`src/skt_ram.sv`:
```
// Generic single-write, single-read RAM with registered read data.
// No package dependencies.
module skt_ram #(
  parameter int WIDTH = 8,
  parameter int DEPTH = 16
) (
  input  logic                                     clk,
  input  logic                                     we,
  input  logic [((DEPTH > 1) ? $clog2(DEPTH) : 1)-1:0] waddr,
  input  logic [WIDTH-1:0]                         wdata,
  input  logic [((DEPTH > 1) ? $clog2(DEPTH) : 1)-1:0] raddr,
  output logic [WIDTH-1:0]                         rdata
);

  logic [WIDTH-1:0] mem [DEPTH];

  always_ff @(posedge clk) begin
    if (we) begin
      mem[waddr] <= wdata;
    end
    rdata <= mem[raddr];
  end

endmodule

```
`config.mk`:
```
export PLATFORM = sky130hd
export DESIGN_NAME = skt_ram
export DESIGN_NICKNAME = d
export VERILOG_FILES = /design/src/skt_ram.sv
export SDC_FILE = /design/constraint.sdc
export NUM_CORES = 1
export LEC_CHECK = 0
export BUFFER_PORTS_ARGS = -buffer_cell sky130_fd_sc_hd__buf_2
export CAP_MARGIN = 40
export CORE_MARGIN = 4
export CORE_UTILIZATION = 60
export DETAILED_ROUTE_END_ITERATION = 6
export PLACE_DENSITY = 0.78
export SLEW_MARGIN = 25
export SYNTH_ARGS = -nofsm -noshare
export SYNTH_HDL_FRONTEND = slang
export SYNTH_SLANG_ARGS = --single-unit
```
`constraint.sdc`:
```
create_clock -name clk -period 2 [get_ports clk]
set_clock_uncertainty 0.05 [all_clocks]
set_input_delay 0 -clock clk [delete_from_list [all_inputs] [get_ports clk]]
set_output_delay 0 -clock clk [all_outputs]
set_load 0.01 [all_outputs]
```
==> impl_metrics.json, run 1 <==
{
  "status": "finished clean",
  "num-nets-final": 312,
  "synth-adder-area-share_pct": 0,
  "synth_top_family_by_area": "multiplexers",
  "grt_max_degree": 33,
  "area_delta_synth_final_pct": 19.8,
  "grtUsageMet2_pct": 34.8,
  "vias_per_cell": 6.21,
  "final-setup-viol-count": 0,
  "crit_path_start_kind": "flip-flop",
  "seq_area_frac_synth_pct": 77.8,
  "crit_fanout": 1,
  "ys_top_cells_by_count": "edfxtp_1 (128), mux4_2 (18), a22oi_1 (16)",
  "synth_compound_area_share_pct": 2.33,
  "placedCellCount": 368,
  "row_count": 33,
  "netlist.area_leader.share_pct": 74.7,
  "async_reset_ff_share_pct": 0,
  "clk_pin_slew_worst_paths_ns": 0.06,
  "synth_area_sq_um": 5150,
  "synth.distinct_cells": 19,
  "die_height_um": 101,
  "clock_sinks": 136,
  "path_buf_inv": 0,
  "worstPathRequired_ns": 2.33,
  "drtAntennaViolNets": 0,
  "ir_worst_vdd_v": 0.000795,
  "crit_chain": "mux4_1 > a22oi_1 > nand2_1",
  "grt_pass1_vias": 2646,
  "holdCritStartpoint": "raddr[3]",
  "cts-root-buf": "clkbuf_8",
  "fin_crit_sh_pct": 73.4,
  "tightest_slew_ns": 0.715,
  "drc": 0,
  "drt_pass1_iterations": 4,
  "ys_warn_count": 0,
  "crit_start": "mem[0][3]$_DFFE_PP_",
  "max_freq_ghz": 0.681,
  "synth.most_common_cell": "edfxtp_1",
  "grt-ovfl-total": 0,
  "track_usage_pct": 22.7,
  "worstSetupPathType": "flip-flop to flip-flop",
  "antennaDiodeCount": 0,
  "power_density_nw_per_um2": 1060,
  "finalHoldViolations": 0,
  "core_area_sq_um": 8300,
  "dieArea_sq_um": 10100,
  "synth-xor-area-share_pct": 0,
  "leakage_uw": 0.00213,
  "drv_cap": 0,
  "synth_nets": 247,
  "vias": 2557,
  "initial_utilization_pct": 62.0,
  "cp-end-kind": "flip-flop",
  "clock_path_buffers": 2,
  "numCtsBuffers": 17,
  "die_width_um": 101,
  "insertion_delay_ns": 0.52,
  "r2r-start": "mem[0][3]$_DFFE_PP_",
  "gp_congestion": 0.744,
  "synth_top_cell_by_area": "edfxtp_1",
  "crit_path_top_delay_cell": "mux4_1",
  "drt_iter0_markers": 239,
  "dp_hpwl_um": 5760,
  "antenna_found_initial": 0,
  "pin_count": 26,
  "final_max_slew_viol_count": 0,
  "final.setup.tns_ns": 0,
  "cts_tree": "built",
  "synth_edf_count": 128,
  "post-cts-setup-buffers": 0,
  "drt_wl_total_um": 10200,
  "synthMuxAreaShare_pct": 15.0,
  "slew_headroom_pct": 52.2,
  "layout-drive-gt1-share_pct": 29.6,
  "h-tree-depth": 4,
  "synth-simple-area-share_pct": 3.18,
  "synth-seq-cells": 136,
  "syn_avg_cell_area_sq_um": 22.5,
  "rsz0062_at_grt": "false",
  "grtUsageMet1_pct": 31.2,
  "crit_family": "multiplexers",
  "grt_first_pass_wirelength_um": 15900,
  "min_path_type": "primary input to flip-flop",
  "portBuffers": 25,
  "use_met3_pct": 6.99,
  "fin_total_pwr_uw": 6550,
  "grt.busiest_layer": "met2",
  "slowest_delay_ns": 0.50,
  "synthFlopType": "edfxtp_1",
  "worstPathArrival_ns": 1.80,
  "synthTopCellsByArea": "edfxtp_1 (75%), mux4_2 (7.9%), mux4_1 (7.1%)",
  "postLayoutCellArea_sq_um": 6170,
  "wire_per_inst_um": 24.9,
  "fin_crit_ns": 1.47,
  "finalNonFillerCells": 412,
  "syn_inst": 229,
  "placed_cell_area_sq_um": 5470
}
## worst register-to-register path: stages (launching register included)
cell and delay (ns):
edfxtp_1 0.38, mux4_1 0.50, a22oi_1 0.27, nand2_1 0.14
## power by group
| part | switching [uW] | internal (uW) | leakage [uW] | total, uW |
|---|---|---|---|---|
| registers | 22.2 | 3190 | 0.00122 | 3210 |
| logic | 173 | 140 | 0.000628 | 313 |
| clock network | 1110 | 1920 | 0.000279 | 3030 |
| total | 1300 | 5250 | 0.00213 | 6550 |
## metal layers
metal / vias to the layer above / wire length, um
met4: 0 / 238
met3: 22 / 831
met2: 135 / 5120
met5: - / 0
li1: 1104 / -
met1: 1296 / 4060
## final cells by class
cell class                 instances  area (sq um)
clock buffer                      22           443
timing repair buffer              56           400
sequential                       136          4000
fill                             446          2130
tap                              105           131
clock inverter                    10           130
multi-input combinational         83          1060
## what timing repair did
action | in CTS | in global routing
hold buffers | 12 | 0
endpoints found under the hold margin | 162 | 0
gates resized for setup | 0 | 0
## metrics by stage
step / utilization (%) / hold WS, ns / setup slack, ns
floorplan: - / 0.0489 / 0.457
global placement: 65.9 / 0.332 / 0.502
finish: 74.3 / 0.0237 / 0.532
detailed placement: 65.9 / 0.346 / 0.502
global route: 74.3 / 0.0695 / 0.458
CTS: 74.3 / 0.0214 / 0.519
## final timing paths
kind	to	depth (start not counted)	slack [ns]
hold / removal	rdata[4]$_DFF_P_	4	0.02
setup / recovery	rdata[3]$_DFF_P_	3	0.53
hold reg to reg	rdata[1]$_DFF_P_	3	0.63
setup reg to reg	rdata[3]$_DFF_P_	3	0.53
## state kept, by name (all words and copies together) (netlist names)
name and count:
mem 128, rdata 8
## kinds of logic (layout without fill, tap and decap cells)
| logic type | Yosys count | count (layout) |
|---|---|---|
| mux | 32 | 32 |
| buf+inv | 10 | 88 |
| simple gates | 35 | 35 |
| compound gates | 16 | 16 |
| flops | 136 | 136 |
## layout by cell type, fill, tap and decap left out
cell type | netlist | final
a22oi_1 | 16 | 16
and2_1 | 1 | 1
and2b_1 | 1 | 1
buf_12 | 0 | 1
buf_2 | 3 | 25
buf_4 | 1 | 18
bufinv_16 | 0 | 3
clkbuf_1 | 0 | 4
clkbuf_16 | 0 | 16
clkbuf_8 | 0 | 2
clkinv_2 | 0 | 5
clkinvlp_4 | 0 | 2
dfxtp_1 | 8 | 8
dlygate4sd3_1 | 0 | 12
edfxtp_1 | 128 | 128
mux4_1 | 14 | 14
mux4_2 | 18 | 18
nand2_1 | 9 | 9
nand2b_1 | 2 | 2
nand3_1 | 1 | 1
nand3b_1 | 2 | 2
nor2_1 | 13 | 13
nor2b_1 | 1 | 1
nor3_1 | 4 | 4
or3b_2 | 1 | 1
Power figures use the tool's default switching activity.
==> run 2, diff against run 1 <==
--- a/config.mk
+++ b/config.mk
@@ -5,6 +5,7 @@
 export SDC_FILE = /design/constraint.sdc
 export NUM_CORES = 1
 export LEC_CHECK = 0
+export ABC_AREA = 1
 export BUFFER_PORTS_ARGS = -buffer_cell sky130_fd_sc_hd__buf_2
 export CAP_MARGIN = 40
 export CORE_MARGIN = 4
==> constraint.sdc (replaced) <==
create_clock -name clk -period 1.4 [get_ports clk]
set_clock_uncertainty 0.05 [all_clocks]
set_input_delay 0 -clock clk [delete_from_list [all_inputs] [get_ports clk]]
set_output_delay 0 -clock clk [all_outputs]
set_load 0.01 [all_outputs]
==> impl_metrics.json, run 2 <==
{
  "status": "finished clean",
  "layout-drive-gt1-share_pct": 12.8,
  "crit_fanout": 1,
  "core_area_sq_um": 9280,
  "crit_chain": "buf_2",
  "min_path_type": "primary input to flip-flop",
  "final-setup-viol-count": 0,
  "drc": 0,
  "grt-ovfl-total": 0,
  "cts_tree": "built",
  "fin_crit_sh_pct": 78.7,
  "fin_crit_ns": 1.10,
  "synth_area_sq_um": 5770,
  "syn_avg_cell_area_sq_um": 10.5,
  "grt_pass1_vias": 3773,
  "drt_wl_total_um": 12700,
  "netlist.area_leader.share_pct": 66.7,
  "fin_total_pwr_uw": 9190,
  "slowest_delay_ns": 0.38,
  "crit_start": "rdata[5]$_DFF_P_",
  "ys_warn_count": 0,
  "rsz0062_at_grt": "false",
  "ir_worst_vdd_v": 0.000862,
  "antennaDiodeCount": 0,
  "leakage_uw": 0.00294,
  "vias": 3917,
  "drtAntennaViolNets": 0,
  "worstPathArrival_ns": 1.05,
  "row_count": 35,
  "portBuffers": 25,
  "final.setup.tns_ns": 0,
  "cp-end-kind": "output pin",
  "vias_per_cell": 5.26,
  "numCtsBuffers": 17,
  "insertion_delay_ns": 0.53,
  "drt_iter0_markers": 301,
  "synth_edf_count": 128,
  "clk_pin_slew_worst_paths_ns": 0.06,
  "slew_headroom_pct": 60.8,
  "max_freq_ghz": 0.908,
  "antenna_found_initial": 0,
  "synth_nets": 569,
  "dieArea_sq_um": 11200,
  "n_fill_cell": 652,
  "path_buf_inv": 1,
  "wire_per_inst_um": 17.1,
  "utilization_pct": 72.3,
  "crit_family": "flip-flops",
  "top_register": "mem",
  "track_usage_pct": 24.4,
  "final_max_slew_viol_count": 0,
  "synthFlopType": "edfxtp_1",
  "area_delta_synth_final_pct": 16.3,
  "grt_max_degree": 65,
  "post-cts-setup-buffers": 0,
  "clock_path_buffers": 2,
  "synth_top_cell_by_area": "edfxtp_1",
  "seq_area_frac_synth_pct": 69.4,
  "finalHoldViolations": 0,
  "synth.most_common_cell": "nand2_1",
  "drt_pass1_iterations": 5,
  "reg2reg_slack_ns": 0.33,
  "syn_inst": 551,
  "top_regs": "mem x128, rdata x8",
  "gp_congestion": 0.833,
  "power_density_nw_per_um2": 1370,
  "num-nets-final": 620,
  "largest_reg_flops": 128,
  "async_reset_ff_share_pct": 0,
  "critPathCapture": "rdata[5]",
  "pin_count": 26,
  "final_common_cell": "nand2_1",
  "worstSetupPathType": "flip-flop to output pin",
  "synth-seq-cells": 136,
  "grt_first_pass_wirelength_um": 20200,
  "clock_sinks": 136,
  "dp_hpwl_um": 7650,
  "initial_utilization_pct": 62.1,
  "r2r_cells": 6,
  "path_depth": 1,
  "die_height_um": 106,
  "h-tree-depth": 4,
  "placedCellCount": 703,
  "synth.distinct_cells": 12,
  "die_width_um": 106,
  "crit_path_top_delay_cell": "dfxtp_1",
  "ys_top_cells_by_count": "nand2_1 (173), edfxtp_1 (128), inv_1 (100)",
  "crit_path_start_kind": "flip-flop",
  "finalNonFillerCells": 744,
  "reg2reg_to": "rdata[3]$_DFF_P_",
  "final_cell_mix": "nand2_1 (173), edfxtp_1 (128), inv_1 (100)",
  "cts-root-buf": "clkbuf_8",
  "synthTopCellsByArea": "edfxtp_1 (67%), nand2_1 (11%), nand3_1 (8.4%)",
  "drv_cap": 0,
  "worstPathRequired_ns": 1.35,
  "r2r-start": "mem[6][3]$_DFFE_PP_",
  "tightest_slew_ns": 0.587
}
[run 2: worst reg2reg max path, delay by kind of cell (launching register included)]
| kind | cells | cell delay (ns) |
|---|---|---|
| buf+inv | 1 | 0.07 |
| simple gates | 5 | 0.45 |
| flops | 1 | 0.38 |
[run 2: final cells by class]
| type | instances | area [sq um] | share of cell area [%] |
|---|---|---|---|
| flip-flops and latches | 136 | 4000 | 59.7 |
| multi-input cells | 289 | 1210 | 18.1 |
| clock buffers | 17 | 414 | 6.17 |
| repair buffers | 56 | 405 | 6.04 |
| inverters | 102 | 383 | 5.71 |
| well taps | 129 | 161 | 2.41 |
| clock inverters | 15 | 128 | 1.90 |
[run 2: worst min-delay path by stage]
stage,startpoint,endpoint,slack (ns),depth (start not counted)
floorplan,wdata[0],mem[0][0]$_DFFE_PP_,0.05,0
global placement,raddr[3],rdata[4]$_DFF_P_,0.32,3
detailed placement,raddr[3],rdata[4]$_DFF_P_,0.32,3
CTS,raddr[2],rdata[4]$_DFF_P_,0.0004,5
global route,raddr[2],rdata[4]$_DFF_P_,0.02,5
finish,raddr[2],rdata[4]$_DFF_P_,0.005,5
[run 2: stage by stage]
stage / cell area (sq um) / setup slack, ns / hold WS (ns)
6_report: 6710 / 0.299 / 0.00462
5_1_grt: 6710 / 0.239 / 0.0248
4_1_cts: 6710 / 0.292 / 0.000404
3_5_place_dp: 6080 / 0.201 / 0.323
3_3_place_gp: 6080 / 0.232 / 0.321
2_1_floorplan: 5770 / 0.399 / 0.0489
[run 2: per-layer routing]
layer | vias to the layer above | GRT usage (%) | wire length (um)
li1 | 1878 | - | -
met1 | 1852 | 32.5 | 5200
met2 | 170 | 39.6 | 6250
met3 | 17 | 6.38 | 1040
met4 | 0 | 8.05 | 231
met5 | - | 0 | 0
[run 2: repair_timing]
action / in CTS / in global routing
hold buffers: 9 / 0
endpoints found under the hold margin: 136 / 0
gates resized for setup: 0 / 0
[run 2: kinds of logic (layout without fill, tap and decap cells)]
group                  count (synthesis)  count (layout)  share of synthesized area [%]
flip-flops                           136             136                           69.4
buffers and inverters                126             190                           9.52
AND/OR/NAND/NOR                      289             289                           21.0
[run 2: where the power goes]
group	total, uW	internal, uW	switching (uW)
Combinational	583	184	398
Sequential	4580	4550	31.7
Clock	4030	2350	1680
Total	9190	7090	2110
==> run 3, diff against run 2 <==
--- a/config.mk
+++ b/config.mk
@@ -9,9 +9,9 @@
 export BUFFER_PORTS_ARGS = -buffer_cell sky130_fd_sc_hd__buf_2
 export CAP_MARGIN = 40
 export CORE_MARGIN = 4
-export CORE_UTILIZATION = 60
+export CORE_UTILIZATION = 55
 export DETAILED_ROUTE_END_ITERATION = 6
-export PLACE_DENSITY = 0.78
+export PLACE_DENSITY = 0.75
 export SLEW_MARGIN = 25
 export SYNTH_ARGS = -nofsm -noshare
 export SYNTH_HDL_FRONTEND = slang
==> constraint.sdc (replaced) <==
create_clock -name clk -period 1 [get_ports clk]
set_clock_uncertainty 0.05 [all_clocks]
set_input_delay 0 -clock clk [delete_from_list [all_inputs] [get_ports clk]]
set_output_delay 0 -clock clk [all_outputs]
set_load 0.01 [all_outputs]
==> impl_metrics.json, run 3 (synthesis gave the netlist of run 2 again) <==
{
  "final-setup-viol-count": 8,
  "grt-ovfl-total": 0,
  "pre_cts_slack_ns": -0.132,
  "path_buf_inv": 1,
  "final_cell_mix": "nand2_1 (168), edfxtp_1 (128), inv_1 (98)",
  "finalHoldViolations": 0,
  "cp-end-kind": "flip-flop",
  "grt.busiest_layer": "met2",
  "grtUsageMet1_pct": 30.7,
  "drt_pass1_iterations": 5,
  "antennaDiodeCount": 0,
  "dieArea_sq_um": 12200,
  "setup_ws_ns": -0.0548,
  "largest_reg_flops": 128,
  "initial_utilization_pct": 56.1,
  "insertion_delay_ns": 0.52,
  "slowest_delay_ns": 0.40,
  "utilization_pct": 69.4,
  "die_width_um": 110,
  "layout-drive-gt1-share_pct": 20.7,
  "pin_count": 26,
  "worstPathArrival_ns": 1.41,
  "num-nets-final": 628,
  "fin_total_pwr_uw": 14100,
  "grt_max_degree": 33,
  "max_freq_ghz": 0.948,
  "drt_wl_total_um": 13400,
  "use_met3_pct": 4.95,
  "vias": 4046,
  "die_height_um": 110,
  "vias_per_cell": 5.33,
  "top_regs": "mem x128, rdata x8",
  "grt_pass1_vias": 4115,
  "drtAntennaViolNets": 0,
  "gp_congestion": 0.804,
  "status": "finished, violations left",
  "whs_ns": 0.0369,
  "portBuffers": 25,
  "top_register": "mem",
  "dp_hpwl_um": 7960,
  "leakage_uw": 0.00311,
  "drt_iter0_markers": 360,
  "cts-root-buf": "clkbuf_8",
  "slew_headroom_pct": 73.1,
  "min_path_type": "primary input to flip-flop",
  "grt_first_pass_wirelength_um": 21400,
  "track_usage_pct": 24.4,
  "postLayoutCellArea_sq_um": 7130,
  "antenna_found_initial": 0,
  "crit_family": "simple AND/OR/NAND/NOR gates",
  "placed_cell_area_sq_um": 6190,
  "ir_worst_vdd_v": 0.00121,
  "final_common_cell": "nand2_1",
  "power_density_nw_per_um2": 1980,
  "area_delta_synth_final_pct": 23.6,
  "numCtsBuffers": 17,
  "h-tree-depth": 4,
  "clock_path_buffers": 2,
  "worstPathRequired_ns": 1.36,
  "core_area_sq_um": 10300,
  "crit_chain": "inv_2 > nand2_1 > nand3_2 > nand3_2 > nand3_2 > nand2_1",
  "drv_cap": 0,
  "fin_crit_ns": 1.05,
  "crit_path_top_delay_cell": "edfxtp_1",
  "grtUsageMet2_pct": 39.9,
  "crit_fanout": 1,
  "cts_tree": "built",
  "wire_per_inst_um": 17.7,
  "fin_crit_sh_pct": 105,
  "row_count": 37,
  "worstSetupPathType": "flip-flop to flip-flop",
  "crit_path_start_kind": "flip-flop",
  "cp_common_cell": "nand3_2",
  "drc": 0,
  "tightest_slew_ns": 0.404,
  "violations": "setup timing",
  "clock_sinks": 136,
  "final_max_slew_viol_count": 0,
  "rsz0062_at_grt": "true",
  "clk_pin_slew_worst_paths_ns": 0.06
}
run 3: cell count changes in the layout (fill, tap and decap cells not counted), sizes merged:
cell	before	now
buf	47	54
inv	105	106
clkinvlp	3	2
bufinv	1	5
clkinv	8	4
dlygate4sd3	9	10
run 3: layout make-up:
| type | count | area, sq um |
|---|---|---|
| Fill cell | 744 | 3150 |
| Multi-Input combinational cell | 289 | 1390 |
| Tap cell | 136 | 170 |
| Sequential cell | 136 | 4010 |
| Clock buffer | 17 | 414 |
| Inverter | 102 | 383 |
| Clock inverter | 15 | 223 |
| Timing Repair Buffer | 64 | 537 |
run 3: worst min-delay path: cells and delay by family:
kind,cells,cell delay [ns]
buffers and inverters,2,0.30
AND/OR/NAND/NOR,4,0.25
run 3: metal layers:
layer  up-vias  wire, um
met1      1919      5140
met3        47      1040
met2       189      6730
met4         0       537
met5         -         0
li1       1891         -
run 3: path summary, 6_finish.rpt:
| check | cells after the start | start | slack, ns | end |
|---|---|---|---|---|
| max | 6 | mem[4][4]$_DFFE_PP_ | -0.05 | rdata[4]$_DFF_P_ |
| min reg2reg | 6 | mem[13][2]$_DFFE_PP_ | 0.62 | rdata[2]$_DFF_P_ |
| min | 6 | raddr[1] | 0.04 | rdata[4]$_DFF_P_ |
| max reg2reg | 6 | mem[4][4]$_DFFE_PP_ | -0.05 | rdata[4]$_DFF_P_ |
run 3: per-stage QoR:
stage,TNS (ns),std cells
2_1_floorplan,-0.0540,551
3_3_place_gp,-1.20,717
3_5_place_dp,-2.46,717
4_1_cts,-0.100,759
5_1_grt,-0.808,759
6_report,-0.206,759
run 3: power by group:
group          leakage (uW)  switching (uW)  internal [uW]
combinational       0.00158             619            339
sequential          0.00122            42.6           6370
clock              0.000307            2420           4320
run 3: what timing repair did:
item                                    CTS  global route
gates resized for setup                  30            17
pin swaps                                 6             7
hold endpoints to repair                136             0
hold buffers                             10             0
buffers inserted                          0             0
endpoints found under the setup margin   15            16
cloned                                    0             0
